**src/hdl/lefjs_pkg.sv**
```systemverilog
package lefjs_pkg;

  localparam int DIV_W     = 64;
  localparam int DIV_CNT_W = 6;
  localparam int QDEPTH    = 4;
  localparam int QPTR_W    = 2;

  typedef logic signed [31:0] fx_t;

  localparam fx_t SAT_MAX = 32'sh7fffffff;
  localparam fx_t SAT_MIN = 32'sh80000000;

  localparam logic [1:0] REG_MEAN_U = 2'd0;
  localparam logic [1:0] REG_MEAN_V = 2'd1;
  localparam logic [1:0] REG_SOUND  = 2'd2;

  localparam logic [2:0] LAST_SLOT = 3'd7;

  typedef enum logic [1:0] {RCP_IDLE, RCP_DIV1, RCP_DIV2} rcp_state_t;

  // one queued face: normal, normal velocity and the two acoustic eigenvalues
  typedef struct packed {
    fx_t nx;
    fx_t ny;
    fx_t vn;
    fx_t lam_p;
    fx_t lam_m;
  } ent_t;

  typedef struct packed {
    logic busy;
    fx_t  inv_c;
    fx_t  inv_c2;
  } rcp_stat_t;

  function automatic fx_t sat32(input logic signed [63:0] x);
    if (x > 64'sd2147483647) begin
      return SAT_MAX;
    end else if (x < -64'sd2147483648) begin
      return SAT_MIN;
    end
    return x[31:0];
  endfunction

  // round half up, then drop the fraction bits of a product
  function automatic logic signed [63:0] fx_rnd(input logic signed [63:0] p,
                                                input int unsigned fb);
    logic signed [63:0] bias;
    bias = 64'sd1 <<< (fb - 1);
    return (p + bias) >>> fb;
  endfunction

  function automatic fx_t fx_neg(input fx_t x);
    if (x == SAT_MIN) begin
      return SAT_MAX;
    end
    return -x;
  endfunction

  // multiply by 0.5 with round half up: floor((x+1)/2)
  function automatic fx_t fx_half(input fx_t x);
    logic signed [32:0] t;
    t = 33'(x) + 33'sd1;
    return t[32:1];
  endfunction

endpackage

```
**src/hdl/lefjs_queue.sv**
```systemverilog
module lefjs_queue (
  input  logic            clk,
  input  logic            rst_n,
  input  logic            push,
  input  lefjs_pkg::ent_t wr_ent,
  input  logic            pop,
  output lefjs_pkg::ent_t rd_ent,
  output logic            empty,
  output logic            full
);

  lefjs_pkg::ent_t              mem_r [lefjs_pkg::QDEPTH];
  logic [lefjs_pkg::QPTR_W-1:0] wp_r, rp_r;
  logic [lefjs_pkg::QPTR_W:0]   cnt_r;

  assign empty  = (cnt_r == '0);
  assign full   = (cnt_r == (lefjs_pkg::QPTR_W + 1)'(lefjs_pkg::QDEPTH));
  assign rd_ent = mem_r[rp_r];

  always_ff @(posedge clk) begin
    if (!rst_n) begin
      wp_r  <= '0;
      rp_r  <= '0;
      cnt_r <= '0;
    end else begin
      if (push) wp_r <= wp_r + 1'b1;
      if (pop)  rp_r <= rp_r + 1'b1;
      cnt_r <= cnt_r + {{lefjs_pkg::QPTR_W{1'b0}}, push} - {{lefjs_pkg::QPTR_W{1'b0}}, pop};
    end
  end

  always_ff @(posedge clk) begin
    if (push) mem_r[wp_r] <= wr_ent;
  end

endmodule

```
**config.mk**
```make
export PLATFORM = sky130hd
export DESIGN_NAME = lefjs_queue
export DESIGN_NICKNAME = d
export VERILOG_FILES = /design/src/hdl/lefjs_pkg.sv /design/src/hdl/lefjs_queue.sv
export SDC_FILE = /design/constraint.sdc
export NUM_CORES = 1
export LEC_CHECK = 0
export BUFFER_PORTS_ARGS = -buffer_cell sky130_fd_sc_hd__clkbuf_2
export CORE_MARGIN = 1.5
export CORE_UTILIZATION = 25
export CTS_BUF_LIST = sky130_fd_sc_hd__clkbuf_2 sky130_fd_sc_hd__clkbuf_4 sky130_fd_sc_hd__clkbuf_8
export CTS_CLUSTER_SIZE = 20
export DETAILED_ROUTE_END_ITERATION = 16
export MAX_ROUTING_LAYER = met4
export PLACE_DENSITY = 0.41
export SLEW_MARGIN = 25
export SYNTH_ARGS = -nofsm -noshare
export SYNTH_HDL_FRONTEND = slang
export SYNTH_SLANG_ARGS = --single-unit
```
**constraint.sdc**
```tcl
create_clock -name clk -period 15.5 [get_ports clk]
set_clock_uncertainty 0.15 [all_clocks]
set_input_delay 4.65 -clock clk [delete_from_list [all_inputs] [get_ports clk]]
set_output_delay 4.65 -clock clk [all_outputs]
set_load 0.02 [all_outputs]
```
* Word-level counts from Yosys, hierarchy flattened
Memories as Yosys holds them, arrays and structs flattened. A register that Yosys moved wholly into a read port is not among the register bits.
Index checks and enable logic that the tools add are counted.
** Cells by class
- Equal/unequal tests :: 1
- $add $sub $neg :: 4
- Multiplexer cells :: 4
- Reductions and logical operators :: 1
** Operators by type and width (count)
- adder 2 x 1 -> 2 bit, second input constant :: 2
- 2-to-1 mux 2 bit :: 2
- adder 3 x 1 -> 3 bit :: 1
- equality test 3 bit, second input constant :: 1
- logical NOT 3 bit :: 1
- subtractor 3 x 1 -> 3 bit :: 1
- 2-to-1 mux 1 bit :: 2
** Storage, ports and cells
- Logic and storage cells :: 14
- RAM bits :: 640
- Output and inout port bits :: 162
- Register bits after elaboration :: 7
- Memories kept :: 1
- Input bits :: 164
** Memory list
- mem_r :: words 4, bits a word 160, rd ports 1, clocked after Yosys merged registers in 1, wr ports 1, line lefjs_queue.sv:12 : lefjs_pkg::ent_t mem_r [lefjs_pkg::QDEPTH];

* Longest topological paths before layout
- Depth after elaboration :: 3
- Depth in mapped cells :: 7
- Mapped depth without buffers :: 7

* Worst setup path before layout
No wires, ideal clock.
- Path kind :: input-to-reg
- From :: input port push
- To :: memory mem_r[0][0] (netlist bit) (enable)
- Arrival time :: 8296 ps
- Library setup time :: 538 ps
- Data required time :: 14812 ps
- Stages :: 1
- Path buffers :: 0
- Setup slack :: 6515 ps
- Cell sequence :: and2_1
** On the way
- Cells in the longest elaborated chain, start to end :: 2
** Ends and longest elaborated chain
- from (decl) :: line lefjs_queue.sv:4 : input logic push,
- 2-to-1 mux 1 bit :: line lefjs_queue.sv:33 : if (push) mem_r[wp_r] <= wr_ent;
- 2-to-1 mux 1 bit (not written as such) :: line lefjs_queue.sv:33
- to (decl) :: line lefjs_queue.sv:12
Every way passes these cells.

==> flow_summary.ini <==
[run_status]
status = completed

[die]
initial_cell_density_of_the_core_pct = 25.2
core_area_um2 = 93200
die_y_um = 310
die_w_um = 310
io-pin-count = 326
rows = 112
die_area_um2 = 95900

[timing]
slew-limit-headroom_pct = 33.4
timing_worst_slew_pin_value_ns = 0.999
final_cycle_share_pct = 52.5
finalHoldViolations = 0
fmax_ghz = 0.123
timing.final.max_slew_violations = 0
setup-violations-final = 0
fin_setup_tns_ns = 0
rsz0062_at_grt = no
min_period_ns = 8.13

[placement]
finalWeightedCongestion = 0.675
hpwl_um = 30800
quantity_of_i_o_buffers_inserted_on_ports = 325

[synth]
ys_async_sr_fraction_pct = 0
netlist-cell-type-count = 19
netlist_area_um2 = 23500
synth.avg_cell_area_um2 = 26.7
syn_inst = 879
yosys_register_bits = 649
area_contributors_post_synth = sky130_fd_sc_hd__edfxtp_1 82%, sky130_fd_sc_hd__mux4_2 15%, sky130_fd_sc_hd__dfxtp_1 0.77%, sky130_fd_sc_hd__buf_6 0.53%, sky130_fd_sc_hd__buf_2 0.40%
yosys_warnings = 0
synth_top_cell_by_area = sky130_fd_sc_hd__edfxtp_1
syn-num-nets = 1050
synth_seq_area_share_pct = 82.5
synthDominantCellAreaShare_pct = 81.8
synth_flop_cell = sky130_fd_sc_hd__edfxtp_1
number_of_synthesized_flops_with_an_enable_pin = 640

[critical_path]
combined_buffer_and_inverter_count_along_the_critical_path = 2
endpoint_kind = primary output
arrival_ns = 3.33
path_delay_family = buffers and inverters
critPathLaunchType = flop
worstPathMaxFanout = 43
cp_slowest_cell = sky130_fd_sc_hd__dfxtp_4
crit_chain = buf_4 -> mux4_2 -> clkbuf_2
cp.required_ns = 10.70
criticalPathCategory = reg2out
slowest_delay_ns = 0.87

[cells_and_area]
final_layout_size_suffix_gt1_share_pct = 49.4
nNetsFinal = 1467
areaGrowthSynthToFinish_pct = 22.6

[routing]
dr.first_iter.drc_count = 546
postRouteWirelength_um = 53000
routedWlPerCell_um = 20.0
viasPerCell = 4.01
dr.pass1.iters = 4
post-route-drc-count = 0
detailroute.via_count = 10600
postRouteAntennaNets = 0

[global_route]
globalRoute.totalOverflow = 0
grt_use_total_pct = 11.4
grt_first_pass_wirelength_um = 76900
grt_antenna_before_repair = 10
maximum_number_of_pins_on_one_net_before_global_route_repair = 100
grt_pass1_vias = 11800

[clock_tree]
cts_max_path_buffers = 3
cts_made_buffers = 111
ctsResizeCount = 0
tritoncts = done
root_buffer = sky130_fd_sc_hd__clkbuf_8
cts.clk_slew.worst_paths_ns = 0.06
htree_levels = 3
insertion_delay_ns = 0.72
cts_sinks = 649
cts_hold_buf = 0
post-cts-setup-buffer-count = 0

[pwr]
power.static_leakage_uw = 0.00957
power.density_nw_per_um2 = 137
finalPower_uw = 3950
power.ir.vdd_worst_uv = 72.5

[job]
drv.max_cap_violation_count = 0

[hold_path]
hold_path_class = reg2reg
-- registers in the layout, summed over array words and instances (netlist names), named ones only --
signal	flops
mem_r	640
cnt_r	3
rp_r	2
wp_r	2
-- worst min-delay path, delay by kind of cell (launching register included) --
family	cells	cell delay (ns)
flip-flops	1	0.32
AO/OA/AOI/OAI	1	0.07
AND/OR/NAND/NOR	1	0.10
-- layer usage --
layer / share of wire (%) / vias to the layer above / track usage, % / wire [um]
met5: 0 / - / - / 0
met1: 42 / 5550 / 13.7 / 22300
li1: - / 4685 / - / -
met3: 8.7 / 87 / 4.44 / 4610
met2: 47 / 325 / 17.4 / 24900
met4: 2.1 / 0 / 4.18 / 1120
-- stage by stage --
stage,std cells,util [%],setup slack [ns],hold slack (ns),cell area (um2)
after CTS,2641,30.9,7.10,0.387,28800
after global placement,2437,28.6,7.96,0.354,26600
final,2652,30.9,7.37,0.382,28800
after detailed placement,2437,28.6,7.97,0.364,26600
after global routing,2651,30.9,7.00,0.430,28800
after floorplan,879,-,6.52,0.349,23500
-- cell usage after synthesis (all sizes together), types with 2 or more instances --
master  count
edfxtp    640
nor2        5
ha          6
dfxtp       9
and2        6
mux4      160
inv         7
buf        30
xnor2       2
clkbuf      6
-- path summary, 6_finish.rpt --
path / cells past startpoint / from / endpoint / slack (ns)
hold / removal: 2 / rp_r[1] / flop / 0.38
hold reg to reg: 2 / rp_r[1] / flop / 0.38
setup reg to reg: 4 / wp_r[0] / mem_r[1][91] / 12.51
setup / recovery: 3 / flop / rd_ent[81] / 7.37
-- power breakdown --
group | switching (uW) | internal (uW)
Sequential | 27.6 | 2020
Combinational | 247 | 159
Clock | 672 | 827
Total | 946 | 3010
-- logic make-up (layout without fill, tap and decap cells) --
group,Yosys count,in the layout,synth area share (%)
AOI/OAI and AO/OA,2,2,0.0639
xor gates and xnor gates,3,3,0.176
adders and majority gates,7,7,0.405
buffers and inverters,43,551,1.14
DFF,649,649,82.5
muxes,161,161,15.4
other,0,11,0
and+or+nand+nor,14,14,0.319
-- layout by cell type (no fill, tap or decap), types with 11 or more instances in the layout --
| master | netlist | final |
|---|---|---|
| sky130_fd_sc_hd__clkbuf_2 | 0 | 325 |
| sky130_fd_sc_hd__buf_4 | 0 | 13 |
| sky130_fd_sc_hd__clkinv_2 | 0 | 13 |
| sky130_fd_sc_hd__edfxtp_1 | 640 | 640 |
| sky130_fd_sc_hd__mux4_2 | 160 | 160 |
| sky130_fd_sc_hd__clkbuf_4 | 0 | 43 |
| sky130_fd_sc_hd__clkinv_1 | 0 | 26 |
| sky130_fd_sc_hd__diode_2 | 0 | 11 |
| sky130_fd_sc_hd__clkbuf_8 | 0 | 112 |
-- layout make-up --
cell class	count	area [um2]
clock buffer	155	1860
antenna	11	27.5
timing repair buffer	340	1760
multi-input combinational	187	3850
tap	1254	1570
sequential	649	19400
clock inverter	49	323
fill	9101	64400
inverter	7	26.3
(Power assumes the default switching activity.)
