<file path="config.mk">
export PLATFORM = sky130hd
export DESIGN_NAME = lefjs_recip
export DESIGN_NICKNAME = d
export VERILOG_FILES = /design/src/hdl/lefjs_pkg.sv /design/src/hdl/lefjs_recip.sv
export SDC_FILE = /design/constraint.sdc
export NUM_CORES = 1
export LEC_CHECK = 0
export ABC_AREA = 1
export BUFFER_PORTS_ARGS = -buffer_cell sky130_fd_sc_hd__buf_4
export CAP_MARGIN = 20
export CORE_ASPECT_RATIO = 1.2
export CORE_MARGIN = 2
export CORE_UTILIZATION = 51
export CTS_CLUSTER_SIZE = 10
export DETAILED_ROUTE_END_ITERATION = 12
export MAX_ROUTING_LAYER = met4
export PLACE_DENSITY = 0.79
export SLEW_MARGIN = 10
export SYNTH_ARGS = -nofsm -noshare
export SYNTH_HDL_FRONTEND = slang
export SYNTH_SLANG_ARGS = --single-unit
</file>
<file path="constraint.sdc">
create_clock -name clk -period 3.8 [get_ports clk]
set_input_delay 0.19 -clock clk [delete_from_list [all_inputs] [get_ports clk]]
set_output_delay 0.19 -clock clk [all_outputs]
set_load 0.01 [all_outputs]
</file>
<file path="src/hdl/lefjs_pkg.sv">
package lefjs_pkg;

  localparam int DIV_W     = 64;
  localparam int DIV_CNT_W = 6;
  localparam int QDEPTH    = 4;
  localparam int QPTR_W    = 2;

  typedef logic signed [31:0] fx_t;

  localparam fx_t SAT_MAX = 32'sh7fffffff;
  localparam fx_t SAT_MIN = 32'sh80000000;

  localparam logic [1:0] REG_MEAN_U = 2'd0;
  localparam logic [1:0] REG_MEAN_V = 2'd1;
  localparam logic [1:0] REG_SOUND  = 2'd2;

  localparam logic [2:0] LAST_SLOT = 3'd7;

  typedef enum logic [1:0] {RCP_IDLE, RCP_DIV1, RCP_DIV2} rcp_state_t;

  // one queued face: normal, normal velocity and the two acoustic eigenvalues
  typedef struct packed {
    fx_t nx;
    fx_t ny;
    fx_t vn;
    fx_t lam_p;
    fx_t lam_m;
  } ent_t;

  typedef struct packed {
    logic busy;
    fx_t  inv_c;
    fx_t  inv_c2;
  } rcp_stat_t;

  function automatic fx_t sat32(input logic signed [63:0] x);
    if (x > 64'sd2147483647) begin
      return SAT_MAX;
    end else if (x < -64'sd2147483648) begin
      return SAT_MIN;
    end
    return x[31:0];
  endfunction

  // round half up, then drop the fraction bits of a product
  function automatic logic signed [63:0] fx_rnd(input logic signed [63:0] p,
                                                input int unsigned fb);
    logic signed [63:0] bias;
    bias = 64'sd1 <<< (fb - 1);
    return (p + bias) >>> fb;
  endfunction

  function automatic fx_t fx_neg(input fx_t x);
    if (x == SAT_MIN) begin
      return SAT_MAX;
    end
    return -x;
  endfunction

  // multiply by 0.5 with round half up: floor((x+1)/2)
  function automatic fx_t fx_half(input fx_t x);
    logic signed [32:0] t;
    t = 33'(x) + 33'sd1;
    return t[32:1];
  endfunction

endpackage

</file>
<file path="src/hdl/lefjs_recip.sv">
module lefjs_recip #(
  parameter int FRAC_BITS = 16
) (
  input  logic                 clk,
  input  logic                 rst_n,
  input  logic                 start,
  input  logic [30:0]          c_new,
  output lefjs_pkg::rcp_stat_t stat
);

  localparam logic [31:0] ONE = 32'd1 << FRAC_BITS;

  lefjs_pkg::rcp_state_t state_r, state_nxt;
  logic [lefjs_pkg::DIV_W-1:0]     num_r, num_nxt;
  logic [lefjs_pkg::DIV_W-1:0]     q_r, q_nxt;
  logic [31:0]                     rem_r, rem_nxt;
  logic [30:0]                     den_r, den_nxt;
  logic [lefjs_pkg::DIV_CNT_W-1:0] cnt_r, cnt_nxt;
  logic [31:0]                     ic_r, ic_nxt, ic2_r, ic2_nxt;
  logic [31:0]                     rem_sh, qsat;
  logic [lefjs_pkg::DIV_W-1:0]     q_step;
  logic                            ge;

  always_ff @(posedge clk) begin
    if (!rst_n) begin
      state_r <= lefjs_pkg::RCP_IDLE;
      ic_r    <= ONE;
      ic2_r   <= ONE;
    end else begin
      state_r <= state_nxt;
      ic_r    <= ic_nxt;
      ic2_r   <= ic2_nxt;
    end
  end

  always_ff @(posedge clk) begin
    num_r <= num_nxt;
    q_r   <= q_nxt;
    rem_r <= rem_nxt;
    den_r <= den_nxt;
    cnt_r <= cnt_nxt;
  end

  // one restoring-division bit per cycle; a zero divisor gives all ones and saturates
  always_comb begin
    rem_sh = {rem_r[30:0], num_r[lefjs_pkg::DIV_W-1]};
    ge     = rem_sh >= {1'b0, den_r};
    q_step = {q_r[lefjs_pkg::DIV_W-2:0], ge};
    qsat   = (|q_step[lefjs_pkg::DIV_W-1:31]) ? 32'h7fffffff : q_step[31:0];

    state_nxt = state_r;
    num_nxt   = num_r;
    q_nxt     = q_r;
    rem_nxt   = rem_r;
    den_nxt   = den_r;
    cnt_nxt   = cnt_r;
    ic_nxt    = ic_r;
    ic2_nxt   = ic2_r;

    case (state_r)
      lefjs_pkg::RCP_IDLE: begin
      end
      lefjs_pkg::RCP_DIV1, lefjs_pkg::RCP_DIV2: begin
        num_nxt = num_r << 1;
        q_nxt   = q_step;
        rem_nxt = ge ? (rem_sh - {1'b0, den_r}) : rem_sh;
        cnt_nxt = cnt_r + 1'b1;
        if (cnt_r == lefjs_pkg::DIV_CNT_W'(lefjs_pkg::DIV_W - 1)) begin
          if (state_r == lefjs_pkg::RCP_DIV1) begin
            ic_nxt    = qsat;
            num_nxt   = ({32'd0, qsat} << FRAC_BITS) + {33'd0, den_r[30:1]};
            q_nxt     = '0;
            rem_nxt   = '0;
            cnt_nxt   = '0;
            state_nxt = lefjs_pkg::RCP_DIV2;
          end else begin
            ic2_nxt   = qsat;
            state_nxt = lefjs_pkg::RCP_IDLE;
          end
        end
      end
      default: state_nxt = lefjs_pkg::RCP_IDLE;
    endcase

    // a new sound speed restarts the whole reciprocal pass
    if (start) begin
      state_nxt = lefjs_pkg::RCP_DIV1;
      den_nxt   = c_new;
      num_nxt   = (64'd1 << (2 * FRAC_BITS)) + {33'd0, c_new[30:1]};
      q_nxt     = '0;
      rem_nxt   = '0;
      cnt_nxt   = '0;
    end
  end

  assign stat.busy   = (state_r != lefjs_pkg::RCP_IDLE);
  assign stat.inv_c  = ic_r;
  assign stat.inv_c2 = ic2_r;

endmodule

</file>
Word-level counts from Yosys, hierarchy flattened
Index checks and enable logic that the tools add are counted.

Flip-flop bits (word level): 261. Input bits: 34. Output and inout port bits: 65. Logic and storage cells: 49.

$add $sub $neg: 4. Magnitude comparators: 1. Equal/unequal tests: 6. Multiplexer cells: 16. Bitwise operators: 3. Reduce and logical (&&, ||, !) cells: 10.

Operators by type and width (count): 64-bit 2-to-1 mux (4); 63-bit 2-to-1 mux (2); 31-bit 2-to-1 mux (3); 48-bit by 30-bit adder with 49-bit output (1); 33-bit by 30-bit adder with 34-bit output, first input constant (1); 33-bit OR reduction (1); 32-bit by 31-bit >= comparator with 1-bit output (1); 32-bit 2-to-1 mux (1); 31-bit subtractor (1); 6-bit 2-to-1 mux (2); 6-bit by 1-bit adder with 6-bit output, second input constant (1); 6-bit == test, second input constant (1); 3-bit AND reduction (2); 2-bit 2-to-1 mux (2); 2-bit inequality test, second input constant (2); 2-bit case mux with 2 select lines (1); 2-bit AND reduction (2); 2-bit nonzero test (2); 2-bit OR reduction (2); 3-bit inequality test, second input constant (1); 1-bit NOT (3); 2-bit by 1-bit == test with 1-bit output, second input constant (1); 2-bit == test, second input constant (1); 2-bit zero test (1); 1-bit 2-to-1 mux (1).

Longest topological paths before layout
Gate-level depths: netlist (run 1).

Depth after elaboration: 7. Depth in mapped cells: 29. Depth with buffers taken out: 29.

Worst setup path after synthesis (run 1)
No wires, ideal clock.

Kind: register to register. From: register num_r[63] (netlist name). To: register num_r[26] (netlist name), data pin. Library setup time: 0.262 ns. Arrival: 3.604 ns. Required time: 3.538 ns. Slack: -0.066 ns. Stages on the path, launching flop included: 24. Path buffers: 0. Period minus slack after synthesis: 3.866 ns. Cells stage by stage: edfxtp_1 -> inv_1 -> ha_1 -> inv_1 -> fa_1 -> nand3_1 -> nand3_1 -> inv_1 -> o21bai_2 -> nand2_2 -> nand2_2 -> o21ai_4 -> nand2_4 -> nor2_1 -> inv_2 -> ha_1 -> fa_1 -> nand2_1 -> a21oi_1 -> a31oi_1 -> o21ai_0 -> or2_2 -> a21oi_1 -> o21ai_0.

Word-level cells in the longest chain between the ends: 7.

Ends and longest elaborated chain: from (decl) (RTL line lefjs_recip.sv:14) `logic [lefjs_pkg::DIV_W-1:0] num_r, num_nxt;`; from (signal assigned) (RTL line lefjs_recip.sv:37) `num_r <= num_nxt;`; 32-bit by 31-bit >= comparator with 1-bit output (RTL line lefjs_recip.sv:47) `ge = rem_sh >= {1'b0, den_r};`; 32-bit 2-to-1 mux (RTL line lefjs_recip.sv:49) `qsat = (|q_step[lefjs_pkg::DIV_W-1:31]) ? 32'h7fffffff : q_step[31:0];`; named net qsat[0] (RTL line lefjs_recip.sv:20) `logic [31:0] rem_sh, qsat;`; 48-bit by 30-bit adder with 49-bit output (RTL line lefjs_recip.sv:71) `num_nxt = ({32'd0, qsat} << FRAC_BITS) + {33'd0, den_r[30:1]};`; 64-bit 2-to-1 mux (RTL line lefjs_recip.sv:69) `if (state_r == lefjs_pkg::RCP_DIV1) begin`; 64-bit 2-to-1 mux (RTL line lefjs_recip.sv:68) `if (cnt_r == lefjs_pkg::DIV_CNT_W'(lefjs_pkg::DIV_W - 1)) begin`; 64-bit 2-to-1 mux (RTL line lefjs_recip.sv:60) `case (state_r)`; 64-bit 2-to-1 mux (RTL line lefjs_recip.sv:86) `if (start) begin`; named net num_nxt, one bit (RTL line lefjs_recip.sv:14).

The timed path passes the listed nets, and every way through them passes these cells. The select of a mux whose other input is x is not followed. A chain may end at the register's enable or synchronous reset.

Final worst setup path (run 1)
From: register num_r[63] (netlist name). To: register num_r[34] (netlist name), data pin.

Word-level cells in the longest chain between the ends: 7.

Ends and longest elaborated chain (RTL line): 32-bit by 31-bit >= comparator with 1-bit output (lefjs_recip.sv:47); 32-bit 2-to-1 mux (lefjs_recip.sv:49); named net qsat[0] (lefjs_recip.sv:20); 48-bit by 30-bit adder with 49-bit output (lefjs_recip.sv:71); 64-bit 2-to-1 mux (lefjs_recip.sv:69); 64-bit 2-to-1 mux (lefjs_recip.sv:68); 64-bit 2-to-1 mux (lefjs_recip.sv:60); 64-bit 2-to-1 mux (lefjs_recip.sv:86).

The timed path passes the listed nets, and every way through them passes these cells. The select of a mux whose other input is x is not followed.

==> impl_metrics.yaml, run 1 <==
cts:
  root_buffer: "clkbuf_16"
  clk_latency_ns: 0.57
  cts_tree: "built"
  clock-sinks: 261
  clk_path_buf_depth: 3
  cts_made_buffers: 30
  htreeDepth: 1
  clk_pin_slew_ns: 0.06
power_and_ir_drop:
  p_per_area_mw_per_mm2: 394
  p_leak_uw: 0.00726
  p_total_uw: 6220
  peakVddDrop_mv: 0.329
critical_path:
  crit_family: "adder cells"
  cp_slowest_cell: "fa_2"
  crit_chain: "inv_2 -> ha_4 -> inv_2 -> fa_2 -> nand3_2 -> nand3_2 -> inv_2 -> o21bai_2 -> nand2_2 -> nand2_2 -> o21ai_4 -> nand2_4 -> nor2_4 -> inv_2 -> ha_4 -> fa_2 -> nand2_2 -> a21oi_4 -> nand2_1 -> nand2_2 -> a21o_4 -> nand2_1 -> a22oi_1 -> o21a_1"
  worstPathRequired_ns: 4.13
  cp.arrival_ns: 3.98
  crit_type: "reg2reg"
  critPathBufInv: 4
  cpPeakStageDelay_ns: 0.40
  cp_max_fo: 4
  start_kind: "flip-flop"
  endpoint_kind: "flip-flop"
sta:
  hold_slack_ns: 0.201
  drv_slew: 0
  setup_viol: 0
  worst_slew_pin_slew_ns: 1.08
  period_minus_slack_ns: 3.66
  hold_viol_final: 0
  clock_skew_ns: 0.0269
  max-slew-margin-rel_pct: 27.7
  fmax_mhz: 274
  finalCritPeriodShare_pct: 96.2
final_layout:
  final_util_pct: 61.6
  final_layout_size_suffix_gt1_share_pct: 12.0
  finalNetCount: 1901
  layout.cells.most_common: "nand2_1"
  syn_to_final_growth_pct: 18.5
  final_cell_mix: "nand2_1 (301), inv_1 (254), dfxtp_1 (166)"
  stdcell_count: 2169
drt:
  routed_wl_um: 36900
  firstDrtPassIters: 6
  viasPerCell: 5.58
  drcViolationCount: 0
  vias: 12094
  ant_nets: 0
  wire_per_inst_um: 17.0
  drt_iter0_drc: 1074
grt:
  grt_pass1_wl_um: 58000
  grt_max_degree: 84
  grt_pass1_vias: 11552
  gr-usage-all-layers_pct: 26.9
  overflow: 0
  antenna_found_initial: 1
placement:
  portBuffers: 98
  hpwl_um: 25000
  place_congestion: 0.956
  dp_cells: 2077
synth:
  syn_avg_cell_area_um2: 7.87
  netlist-cell-type-count: 45
  synth_cells: 1693
  synth_fp_nets: 1777
  seq_area_frac_synth_pct: 46.3
  ys_ff_latch: 261
  yosysWarnings: 0
  netlist_area_mm2: 0.0133
floorplanning:
  core_area_mm2: 0.0256
  dieArea_mm2: 0.0274
  rows: 64
  die_h_um: 181
  initial_core_util_pct: 52.0
  ios: 99
  die_w_um: 152
flow_run:
  maxCapViolations: 0
run_status:
  outcome: "finished clean"
min_path:
  hold_class: "in2reg"
[cells by family (layout without fill, tap and decap cells)]
logic type	Yosys count	in the layout	synth area share (%)
DFF	261	261	46.3
adders and majority gates	50	50	4.81
buffers and inverters	335	480	9.86
and+or+nand+nor	624	624	19.8
xor gates and xnor gates	27	27	1.77
other	0	1	0
AOI/OAI and AO/OA	396	396	17.4
[power breakdown]
part / leakage (uW) / switching, uW / total, uW / internal [uW]
sequential: 0.00230 / 44.1 / 3080 / 3030
combinational: 0.00454 / 351 / 538 / 186
clock: 0.000415 / 1100 / 2600 / 1500
total: 0.00726 / 1500 / 6220 / 4720
[tightest hold or removal path, delay by kind of cell]
kind                   cells  cell delay (ns)
and+or+nand+nor            1             0.15
buffers and inverters      2             0.35
[sequential cells by signal, indices dropped and copies added, names as in the netlist]
name	count
rem_r	31
den_r	31
cnt_r	6
ic_r	32
q_r	63
num_r	64
ic2_r	32
state_r	2
[cell usage after synthesis, drive strengths merged]
cell type    n  area (um^2)
o21ai      143          727
o31ai        1         7.51
nor3b        2         15.0
nor3         9         45.0
o22ai       61          382
a21oi       97          489
o41ai        5         51.3
ha          48          601
o221ai       2         17.5
nand3b      15          113
a21o         3         22.5
buf         34          184
xnor2       14          123
dfxtp      166         3320
a31oi        5         31.3
clkbuf      37          139
nand3      104          521
or2          1         6.26
fa           2         40.0
nor2       170          661
inv        264          991
a22oi        1         7.51
a21boi       1         7.51
nand4        7         43.8
nor4         4         40.0
edfxtp      95         2850
o21a        28          210
o21bai      21          161
xor2        13          114
o211ai      28          210
nand2      312         1190
[per-layer routing]
layer | vias to the layer above | GRT usage [%] | routed length, um
met5 | - | - | 0
met4 | 0 | 9.81 | 1530
met3 | 119 | 3.01 | 2140
met2 | 454 | 44.1 | 17500
met1 | 5637 | 34.3 | 15700
li1 | 5884 | - | -
[area by class of cell]
class                      count  area, um^2
clock buffer                  52         853
multi-input combinational   1097        6010
tap                          330         413
inverter                     264         993
sequential                   261        6180
timing repair buffer         163        1330
fill                        2169        9830
clock inverter                 1        16.3
antenna                        1        2.50
[per-stage QoR]
step | setup WS, ns | instance area [um^2] | setup TNS, ns
2_1_floorplan | 0.00961 | 13300 | 0
3_3_place_gp | 0.0964 | 14400 | 0
3_5_place_dp | -0.0603 | 14400 | -0.0768
4_1_cts | 0.00473 | 15600 | 0
5_1_grt | -0.0404 | 15800 | -0.126
6_report | 0.144 | 15800 | 0
[what timing repair did]
item,in CTS,in global routing
setup buffers,0,7
resized for setup,2,34
pin swaps,2,13
endpoints found under the setup margin,4,21
hold buffers,31,0
endpoints found under the hold margin,58,0
cloned,0,0
[path summary, 6_finish.rpt]
check                                 end               startpoint  depth (start not counted)  slack [ns]
hold reg to reg    ic2_r[31]$_SDFFE_PN0P_   ic2_r[31]$_SDFFE_PN0P_                          2        0.45
setup / recovery  num_r[34]$_SDFFCE_PP0P_  num_r[63]$_SDFFCE_PP0P_                         24        0.14
hold / removal      ic_r[27]$_SDFFE_PN0P_                    rst_n                          3        0.20
setup reg to reg  num_r[34]$_SDFFCE_PP0P_  num_r[63]$_SDFFCE_PP0P_                         24        0.14
Note: power is estimated with default switching activity, not from simulation.
==> run 2, diff against run 1 <==
- PLACE_DENSITY: 0.79 -> 0.76
- clock period: 3.8 -> 4.4 ns (I/O delays scaled with it)
==> impl_metrics.yaml, run 2 (synthesis gave the netlist of run 1 again) <==
run_status:
  outcome: "finished clean"
final_layout:
  final_layout_size_suffix_gt1_share_pct: 9.51
  finalNetCount: 1883
  final_cell_mix: "nand2_1 (306), inv_1 (258), dfxtp_1 (166)"
  syn_to_final_growth_pct: 16.1
  largestRegisters: "num_r (64), q_r (63)"
  layout.cells.most_common: "nand2_1"
  largest-register: "num_r"
  largest_reg_flops: 64
  diodes: 0
grt:
  grt_pass1_wl_um: 57800
  gr-usage-met2_pct: 43.8
  overflow: 0
  antenna_found_initial: 0
  gr-usage-all-layers_pct: 26.8
  grt_max_degree: 84
  grt_pass1_vias: 11448
  grt_use_met3_pct: 3.28
  use_met1_pct: 34.5
  grt_most_used_layer: "met2"
floorplanning:
  rows: 64
  core_area_mm2: 0.0256
  die_w_um: 152
  initial_core_util_pct: 52.0
  die_h_um: 181
  ios: 99
  dieArea_mm2: 0.0274
placement:
  hpwl_um: 25100
  portBuffers: 98
  place_congestion: 0.965
power_and_ir_drop:
  p_leak_uw: 0.00716
  p_comb_share_pct: 8.2
  intPower_uw: 4090
  peakVddDrop_mv: 0.275
  p_switching_uw: 1280
  p_clk_share_pct: 42.4
  switching_share_pct: 23.8
  p_seq_share_pct: 49.4
  p_per_area_mw_per_mm2: 347
cts:
  cts_made_buffers: 30
  postCtsSetupBuffers: 0
  clk_latency_ns: 0.55
  htreeDepth: 1
  cts.repair.resized: 0
  cts_tree: "built"
  cts_hold_buf: 31
  clk_path_buf_depth: 3
  root_buffer: "clkbuf_16"
  clk_pin_slew_ns: 0.06
  clock-sinks: 261
sta:
  hold_viol_final: 0
  clock_skew_ns: 0.0215
  max-slew-margin-rel_pct: 28.0
  hold_slack_ns: 0.133
  worst_slew_pin_slew_ns: 1.08
  drv_slew: 0
  rsz0062_at_grt: "no"
  fmax_mhz: 250
  period_minus_slack_ns: 4.00
  finalCritPeriodShare_pct: 91.0
  setup_viol: 0
  fin_setup_tns_ns: 0
min_path:
  holdPathStages: 1
  hold_end: "den_r[2]$_DFFE_PP_"
  hold_class: "in2reg"
  hp-start: "start"
critical_path:
  start_kind: "flip-flop"
  worstPathRequired_ns: 4.69
  r2r_slack_ns: 0.40
  rr_worst_depth: 23
  cp_max_fo: 4
  endpoint_kind: "flip-flop"
  crit_type: "reg2reg"
  reg2reg_to: "num_r[26]$_DFFE_PP_"
  r2r-start: "num_r[63]$_SDFFCE_PP0P_"
  cp.arrival_ns: 4.29
drt:
  vias: 11831
  routed_wl_um: 36200
  viasPerCell: 5.51
  ant_nets: 0
  drcViolationCount: 0
  firstDrtPassIters: 8
  drt_iter0_drc: 1047
  wire_per_inst_um: 16.8
flow_run:
  maxCapViolations: 0
-- run 2: cell types whose count changed in the layout (fill, tap and decap cells not counted), sizes merged --
cell	before	now
buf	132	114
clkbuf	52	51
diode	1	0
-- run 2: layout make-up --
class	count	area, um^2
clock inverter	1	5.00
tap	330	413
sequential	261	6180
clock buffer	51	871
inverter	264	993
timing repair buffer	145	1170
multi-input combinational	1097	5850
fill	2268	10100
-- run 2: routing by layer --
| layer | routed length, um | up-vias |
|---|---|---|
| met2 | 17300 | 386 |
| met3 | 2250 | 79 |
| met4 | 1200 | 0 |
| met1 | 15400 | 5539 |
| met5 | 0 | - |
| li1 | - | 5827 |
-- run 2: power by group through the flow --
stage / Combinational [uW] / Clock (uW) / Sequential [uW]
2_1_floorplan: 282 / 0 / 2690
3_3_place_gp: 401 / 0 / 2700
3_5_place_dp: 406 / 0 / 2700
4_1_cts: 434 / 2310 / 2650
5_1_grt: 488 / 2400 / 2660
6_report: 439 / 2270 / 2650
-- run 2: stage by stage --
stage | utilization (%) | setup WS (ns) | area [um^2] | cells | total power, uW
after global placement | 55.8 | 0.491 | 14300 | 2066 | 3100
after floorplan | - | 0.534 | 13300 | 1693 | 2980
final | 60.4 | 0.396 | 15500 | 2149 | 5370
after global routing | 60.4 | 0.00625 | 15500 | 2149 | 5550
after detailed placement | 55.8 | 0.401 | 14300 | 2066 | 3110
after CTS | 60.4 | 0.395 | 15500 | 2149 | 5400
-- run 2: critical path, cell delays in order, from the launching register on --
cell and delay (ns):
edfxtp_1 0.37, inv_1 0.09, ha_1 0.19, inv_1 0.07, fa_1 0.40, nand3_1 0.10
nand3_1 0.09, inv_1 0.08, o21bai_2 0.09, nand2_2 0.09, nand2_2 0.07, o21ai_4 0.16
nand2_4 0.06, nor2_1 0.12, inv_2 0.06, ha_1 0.20, fa_1 0.39, nand2_1 0.09
a21oi_1 0.13, a31oi_1 0.28, o21ai_0 0.13, or2_2 0.29, a21oi_1 0.11, o21ai_0 0.09
-- run 2: how the worst max path moves through the flow --
| stage | startpoint | endpoint | slack [ns] | depth (start not counted) |
|---|---|---|---|---|
| floorplan | num_r[63]$_SDFFCE_PP0P_ | num_r[26]$_DFFE_PP_ | 0.53 | 23 |
| global placement | num_r[63]$_SDFFCE_PP0P_ | num_r[26]$_DFFE_PP_ | 0.49 | 23 |
| detailed placement | num_r[63]$_SDFFCE_PP0P_ | num_r[26]$_DFFE_PP_ | 0.40 | 23 |
| CTS | num_r[63]$_SDFFCE_PP0P_ | num_r[26]$_DFFE_PP_ | 0.40 | 23 |
| global route | num_r[63]$_SDFFCE_PP0P_ | num_r[26]$_DFFE_PP_ | 0.006 | 23 |
| finish | num_r[63]$_SDFFCE_PP0P_ | num_r[26]$_DFFE_PP_ | 0.40 | 23 |
